==> config.mk <==
export PLATFORM = sky130hd
export DESIGN_NAME = hs2d_raster
export DESIGN_NICKNAME = d
export VERILOG_FILES = /design/src/sv/hs2d_pkg.sv /design/src/sv/hs2d_raster.sv
export SDC_FILE = /design/constraint.sdc
export NUM_CORES = 1
export LEC_CHECK = 0
export BUFFER_PORTS_ARGS = -buffer_cell sky130_fd_sc_hd__buf_2
export CAP_MARGIN = 20
export CORE_ASPECT_RATIO = 1.25
export CORE_MARGIN = 8
export CORE_UTILIZATION = 53
export CTS_CLUSTER_DIAMETER = 60
export DETAILED_ROUTE_END_ITERATION = 12
export PLACE_DENSITY = 0.86
export REMOVE_ABC_BUFFERS = 1
export SLEW_MARGIN = 0
export SYNTH_ARGS = -nofsm -noshare
export SYNTH_HDL_FRONTEND = slang
export SYNTH_SLANG_ARGS = --single-unit
==> constraint.sdc <==
create_clock -name clk -period 6.1 [get_ports clk]
set_input_delay 0.305 -clock clk [delete_from_list [all_inputs] [get_ports clk]]
set_output_delay 0.305 -clock clk [all_outputs]
set_load 0.05 [all_outputs]
==> src/sv/hs2d_pkg.sv <==
// hs2d_pkg: shared types and constants for the 2D five-point stencil core.
// Configuration register map, configuration bundle and per-point control word.
// No dependencies.
package hs2d_pkg;

  localparam int COEF_W     = 18;
  localparam int ROW_W      = 16;
  localparam int COLCFG_W   = 11;
  localparam int COL_OUT_W  = 10;
  localparam int CFG_IDX_W  = 3;
  localparam int CFG_DATA_W = 18;

  localparam logic [ROW_W-1:0]    ROWS_RESET   = 16'd3;
  localparam logic [COLCFG_W-1:0] COLS_RESET   = 11'd3;
  localparam logic [COEF_W-1:0]   CENTRE_RESET = 18'd65536;

  typedef enum logic [CFG_IDX_W-1:0] {
    CFG_GRID_ROWS     = 3'd0,
    CFG_GRID_COLS     = 3'd1,
    CFG_COEF_VERT     = 3'd2,
    CFG_COEF_HORZ     = 3'd3,
    CFG_COEF_CENTRE   = 3'd4,
    CFG_RED_BLACK     = 3'd5,
    CFG_COLOUR_PARITY = 3'd6
  } cfg_reg_t;

  typedef struct packed {
    logic [ROW_W-1:0]    grid_rows;
    logic [COLCFG_W-1:0] grid_cols;
    logic [COEF_W-1:0]   coef_vert;
    logic [COEF_W-1:0]   coef_horz;
    logic [COEF_W-1:0]   coef_centre;
    logic                red_black;
    logic                parity;
  } cfg_t;

  // Per-sample decision made at input time
  typedef struct packed {
    logic             emit;
    logic             last;
    logic             wrap;
    logic [ROW_W-1:0] row;
  } point_t;

endpackage

==> src/sv/hs2d_raster.sv <==
// hs2d_raster: raster position counters and the per-sample point decision
// (interior test, colour test, last point). Depends on hs2d_pkg.
module hs2d_raster #(
  parameter int MAX_COLS = 1024,
  localparam int CW = $clog2(MAX_COLS)
) (
  input  logic            clk,
  input  logic            rst,
  input  logic            advance,
  input  logic            grid_start,
  input  hs2d_pkg::cfg_t  cfg,
  output logic [CW-1:0]   col,
  output hs2d_pkg::point_t pt
);
  import hs2d_pkg::*;

  localparam int NW  = $clog2(MAX_COLS + 1);
  localparam int KW  = ((NW > COLCFG_W) ? NW : COLCFG_W) + 1;
  localparam int RXW = ROW_W + 1;

  logic [ROW_W-1:0] row_count, row_count_next;
  logic [CW-1:0]    col_count, col_count_next;
  logic [KW-1:0]    cfg_cols_k, cols_eff, ck, nck;
  logic [ROW_W-1:0] rows_eff, r, i;
  logic [CW-1:0]    c_raw;
  logic [RXW-1:0]   rx, nr, ix;
  logic             wrap, row_wrap, row_ok, col_ok, colour_ok, last;

  always_comb begin
    cfg_cols_k = KW'(cfg.grid_cols);
    if (cfg_cols_k < KW'(3)) begin
      cols_eff = KW'(3);
    end else if (cfg_cols_k > KW'(MAX_COLS)) begin
      cols_eff = KW'(MAX_COLS);
    end else begin
      cols_eff = cfg_cols_k;
    end
    rows_eff = (cfg.grid_rows < ROW_W'(3)) ? ROW_W'(3) : cfg.grid_rows;

    // column beyond a shrunken grid restarts at zero
    c_raw = grid_start ? '0 : col_count;
    col   = (KW'(c_raw) >= cols_eff) ? '0 : c_raw;
    r     = grid_start ? '0 : row_count;

    ck       = KW'(col);
    nck      = ck + KW'(1);
    wrap     = nck >= cols_eff;
    rx       = RXW'(r);
    nr       = rx + RXW'(1);
    row_wrap = nr >= RXW'(rows_eff);

    col_count_next = wrap ? '0 : nck[CW-1:0];
    if (!wrap) begin
      row_count_next = r;
    end else if (row_wrap) begin
      row_count_next = '0;
    end else begin
      row_count_next = nr[ROW_W-1:0];
    end

    // point produced is the one north of the incoming sample
    i         = r - ROW_W'(1);
    ix        = RXW'(i);
    row_ok    = (r >= ROW_W'(2)) && (r < rows_eff);
    col_ok    = (col != '0) && ((ck + KW'(2)) <= cols_eff);
    colour_ok = !cfg.red_black || !(i[0] ^ col[0] ^ cfg.parity);

    if (!cfg.red_black) begin
      last = (ck == cols_eff - KW'(2)) && (i == rows_eff - ROW_W'(2));
    end else if (cols_eff >= KW'(4)) begin
      last = ((ck + KW'(2)) > (cols_eff - KW'(2)))
          && ((ix + RXW'(1)) > (RXW'(rows_eff) - RXW'(2)));
    end else begin
      last = (ix + RXW'(2)) > (RXW'(rows_eff) - RXW'(2));
    end

    pt.emit = row_ok && col_ok && colour_ok;
    pt.last = last;
    pt.wrap = wrap;
    pt.row  = i;
  end

  always_ff @(posedge clk) begin
    if (rst) begin
      row_count <= '0;
      col_count <= '0;
    end else if (advance) begin
      row_count <= row_count_next;
      col_count <= col_count_next;
    end
  end

endmodule

* Word-level counts from Yosys, hierarchy flattened
Cells that the tools add are included. Widths: inputs -> output; s select.
Storage, ports and cells: bits in registers 26
Cells by class: muxes and demuxes 11, reduce and logical (&&, ||, !) cells 10, equal/unequal tests 2, $add $sub $neg 9, order comparisons 13, bitwise gates (word level) 2
Operators with widths (count):
- $mux 16 | 4
- $add 16x1->17 const B | 2
- $gt 17x17->1 | 2
- $mux 10 | 3
- $mux 11 | 2
- $add 16x2->17 const B | 1
- $ge 17x16->1 | 1
- $sub 16x2->17 const B | 1
- $eq 16x16->1 | 1
- $ge 16x2->1 const B | 1
- $lt 16x16->1 | 1
- $lt 16x2->1 const B | 1
- $sub 16x1->16 const B | 1
- $sub 16x2->16 const B | 1
- $eq 10x12->1 | 1
- $ge 10x12->1 | 1
- $ge 11x12->1 | 1
- $ge 12x3->1 const B | 1
- $gt 11x12->1 | 1
- $le 12x12->1 | 1
- $sub 12x2->12 const B | 1
- $add 10x1->11 const B | 1
- $add 10x2->11 const B | 1
- $gt 11x11->1 const B | 1
- 7 further kinds | 15

* Logic depth before layout (Yosys ltp)
depth after elaboration 10, mapped depth 29

* Worst setup path after synthesis
Ideal clock, no wire load.
path kind in2out, start input port grid_start, end output port pt[18] (netlist bit), arrival time 6.561 ns, stages on the path 25, path slack -0.766 ns, path through buf_2 -> buf_1 -> clkbuf_8 -> clkbuf_1 -> clkbuf_1 -> nor2b_1 -> ha_1 -> a211oi_1 -> o21ai_0 -> a32o_1 -> clkbuf_8 -> nor2_1 -> ha_1 -> nand3_1 -> xor2_1 -> nor2_1 -> ha_1 -> a21o_1 -> a21o_1 -> a21o_1 -> a21oi_1 -> o221ai_1 -> o21ai_0 -> nand4_1 -> a211oi_1
RTL lines:
- start: declaration | line hs2d_raster.sv:10 | input logic grid_start,
- end: declaration | line hs2d_raster.sv:13 | output hs2d_pkg::point_t pt

==> summary.txt <==
Place
  • Place WS: approximately 0.26 ns
  • IO buf count: 61
  • Inst Count DP: between 1000 and 1500
  • Hpwl dp: 15520 um
  • GPL Wtd Cong: approximately 0.98
  • Post-DP Area: 6623 sq um

Final layout
  • Nets: 1100
  • Final-layout fill cell count: 1078
  • Area delta synth->final: 8.558%
  • Number of diodes: 0
  • Design area: roughly 6700 sq um
  • Post-Layout Cell Count: 1033
  • Layout cells sized above 1: 0.1218

Synth
  • Area contributors post-synth: ha_1, dfxtp_1, xnor2_1
  • Most common library cells after synthesis: ha_1, nor2_1, nand2_1
  • Synth area leader: ha_1
  • Mean Syn Cell Area: roughly 7.3 sq um
  • FFs w/ async S/R, synth: 0
  • Yosys Warn Count: 0
  • Post-synth top area share: 0.2352
  • Count of cell types in the netlist: 74
  • Cell Area, Synth: between 6000 and 7000 sq um
  • Yosys reg bits: 26
  • Top_reg_cell synth: dfxtp_1
  • Syn Inst Count: roughly 850
  • EDFF count, synth: 0
  • Sequential cell area fraction in the yosys report: 0.08436
  • Most numerous cell in the Yosys netlist: ha_1

STA
  • Final Skew: 0.003346 ns
  • Fin crit share: 0.9425
  • Fin. Hold Viols: 0
  • WHS: ~0.36 ns
  • F_max: 173.9 MHz
  • Slew @ Worst Pin: 0.9985 ns
  • RSZ-0062 raised after global routing: no
  • Post-layout minimum cycle time: approximately 5.7 ns
  • Fin worst setup slack: about 0.35 ns
  • Rel. slew slack: 0.3292
  • Slew Limit Fails: 0
  • Final setup viols: 0

Run
  • Max Cap Violations: 0

Critical path
  • Worst R2R End: row_count[12]
  • Reg2reg path depth: 23
  • Slowest stage cell, crit path: or4_4
  • CP endpoint kind: primary output
  • CP Data Arrival Time: approximately 5.4 ns
  • CP Max Fanout: 5
  • Crit path largest cell delay: between 0.5 and 0.6 ns
  • R2R Setup Slk: between 0.8 and 0.9 ns
  • Setup crit start kind: input port
  • Crit path required time: just under 6 ns
  • Critical path type: in -> out
  • Worst R2R Start: col_count[9]

Power
  • Clock power frac: 0.264
  • Leakage: between 3 and 4 nW
  • Power share of the combinational group: 0.423
  • VDD IR max: roughly 85 uV
  • PD cells: roughly 80 nW/um^2
  • Switching power share of the total: 0.3666
  • Int Pwr: 0.0003476 W
  • Net Switching: a little over 0.0002 W
  • Sequential power share: 0.313

Global routing
  • Initial antenna violation count: 1
  • Global-route wire length before repair: about 30000 um
  • Remaining global-route overflow: 0
  • Tot GR Track Use: 0.2365
  • Vias in the first global route: 6244
  • Pin count of the biggest net entering global routing: 42

Routing
  • WL final: 18390 um
  • Routed len/inst: 17.81 um
  • Iteration-0 DRC Markers: ~500
  • DR vias/cell: about 6.2
  • TritonRoute pass-1 iters: 5
  • Via count: 6448
  • Antenna viol nets, final: 0
  • DRC errors left: 0

Clock tree
  • CTS Buf Count: 3
  • Clock insertion delay at the later pin of the skew report: around 0.26 ns
  • Clock Path Buffers: 2
  • # H-tree levels: 1
  • Reg clk slew, reported paths: roughly 0.060 ns
  • Root Driver: clkbuf_16
  • CTS sink count: 26
  • CTS tree: yes

Hold path
  • Hold depth: 2
  • Worst Hold Endpoint: col_count[1]
  • Worst hold path type: in -> reg
  • Hold Path Origin: rst

Die
  • Die height: 136.6 um
  • Chip width: ~110 um
  • Initial Util: 0.5362
  • IO Count: 116
  • Die area: between 15000 and 20000 sq um
  • Core ar.: between 10000 and 15000 sq um
  • FP Rows: 44

Outcome
  • Status: complete, no violations
## cells in the final DEF (no fill, tap or decap), types with 4 or more instances in the layout
| cell type | count |
|---|---|
| a211oi_1 | 7 |
| a21o_1 | 24 |
| a21oi_1 | 46 |
| a22o_1 | 17 |
| and2_1 | 7 |
| and3_1 | 6 |
| buf_2 | 61 |
| buf_4 | 22 |
| dfxtp_1 | 26 |
| ha_1 | 116 |
| inv_1 | 44 |
| mux2i_1 | 5 |
| nand2_1 | 64 |
| nand2b_1 | 11 |
| nand3_1 | 34 |
| nand4_1 | 27 |
| nor2_1 | 92 |
| nor2b_1 | 30 |
| nor3_1 | 23 |
| nor3b_1 | 4 |
| nor4_1 | 11 |
| o211ai_1 | 5 |
| o21a_1 | 11 |
| o21ai_0 | 31 |
| o21ai_1 | 4 |
| or2_2 | 6 |
| or3_1 | 13 |
| or4_1 | 4 |
| xnor2_1 | 53 |
| xor2_1 | 30 |
## metal layers
layer  GRT usage  part of all wire  wire (um)
met5           0           0.00054         10
met2      0.4268              0.49       9023
met1      0.2780              0.41       7465
met3     0.02605             0.067       1236
met4      0.1014             0.036        657
## how the worst max path moves through the flow
stage             from  slack, ns      endpoint  depth (start not counted)
3_5_place_dp   cfg[63]       0.26  row_count[8]                         26
2_1_floorplan  cfg[63]      -0.35  row_count[0]                         21
6_report       cfg[63]       0.35        pt[18]                         25
3_3_place_gp   cfg[63]       0.30        pt[18]                         24
4_1_cts        cfg[63]       0.28        pt[18]                         24
5_1_grt        cfg[63]      0.007        pt[18]                         24
## through the flow
stage | TNS (ns) | power, W | util
floorplan | -5.951 | 0.0003269 | -
global placement | 0 | 0.0003973 | 0.5756
detailed placement | 0 | 0.0004029 | 0.5756
CTS | 0 | 0.0005482 | 0.5821
global route | 0 | 0.0005829 | 0.5821
finish | 0 | 0.0005488 | 0.5821
## critical path: cells and delay by family
kind | cells | cell delay, ns
XOR/XNOR | 1 | 0.15
AO/OA/AOI/OAI | 9 | 1.63
adder cells (fa/ha/maj) | 3 | 0.83
AND/OR/NAND/NOR | 9 | 1.92
buffers and inverters | 3 | 0.60
## repair_timing
action | CTS | global route
hold buffers | 0 | 0
setup endpoints to repair | 0 | 1
setup buffers | 0 | 0
resized for setup | 0 | 1
## power by group through the flow
stage          combinational (W)  clock, W  sequential, W
2_1_floorplan           0.000152         0       0.000175
3_3_place_gp            0.000222         0       0.000176
3_5_place_dp            0.000227         0       0.000176
4_1_cts                 0.000229  0.000147       0.000172
5_1_grt                 0.000259  0.000153       0.000172
6_report                0.000232  0.000145       0.000172
## registers in the layout (all words and copies together), names as in the netlist
name / flops
row_count: 16
col_count: 10
## cells by family (layout without fill, tap and decap cells)
kind of cell               after synthesis  in the layout  share of synthesized area
buffers and inverters                   85            132                    0.06003
other                                    1              3                  0.0006078
muxes                                    6              6                   0.009937
adders and majority gates              116            116                     0.2352
AOI/OAI and AO/OA                      177            177                     0.1943
and+or+nand+nor                        352            352                     0.2977
DFF                                     26             26                    0.08436
xor gates and xnor gates                83             83                     0.1178
## area by class of cell
class	instances	area, sq um	share of cell area
Tap cell	138	172.7	0.02578
Timing Repair Buffer	83	470.5	0.07024
Inverter	46	172.7	0.02578
Clock buffer	3	75.07	0.01121
Sequential cell	26	520.5	0.07771
Multi-Input combinational cell	737	5286	0.7893
(Power assumes the default switching activity.)
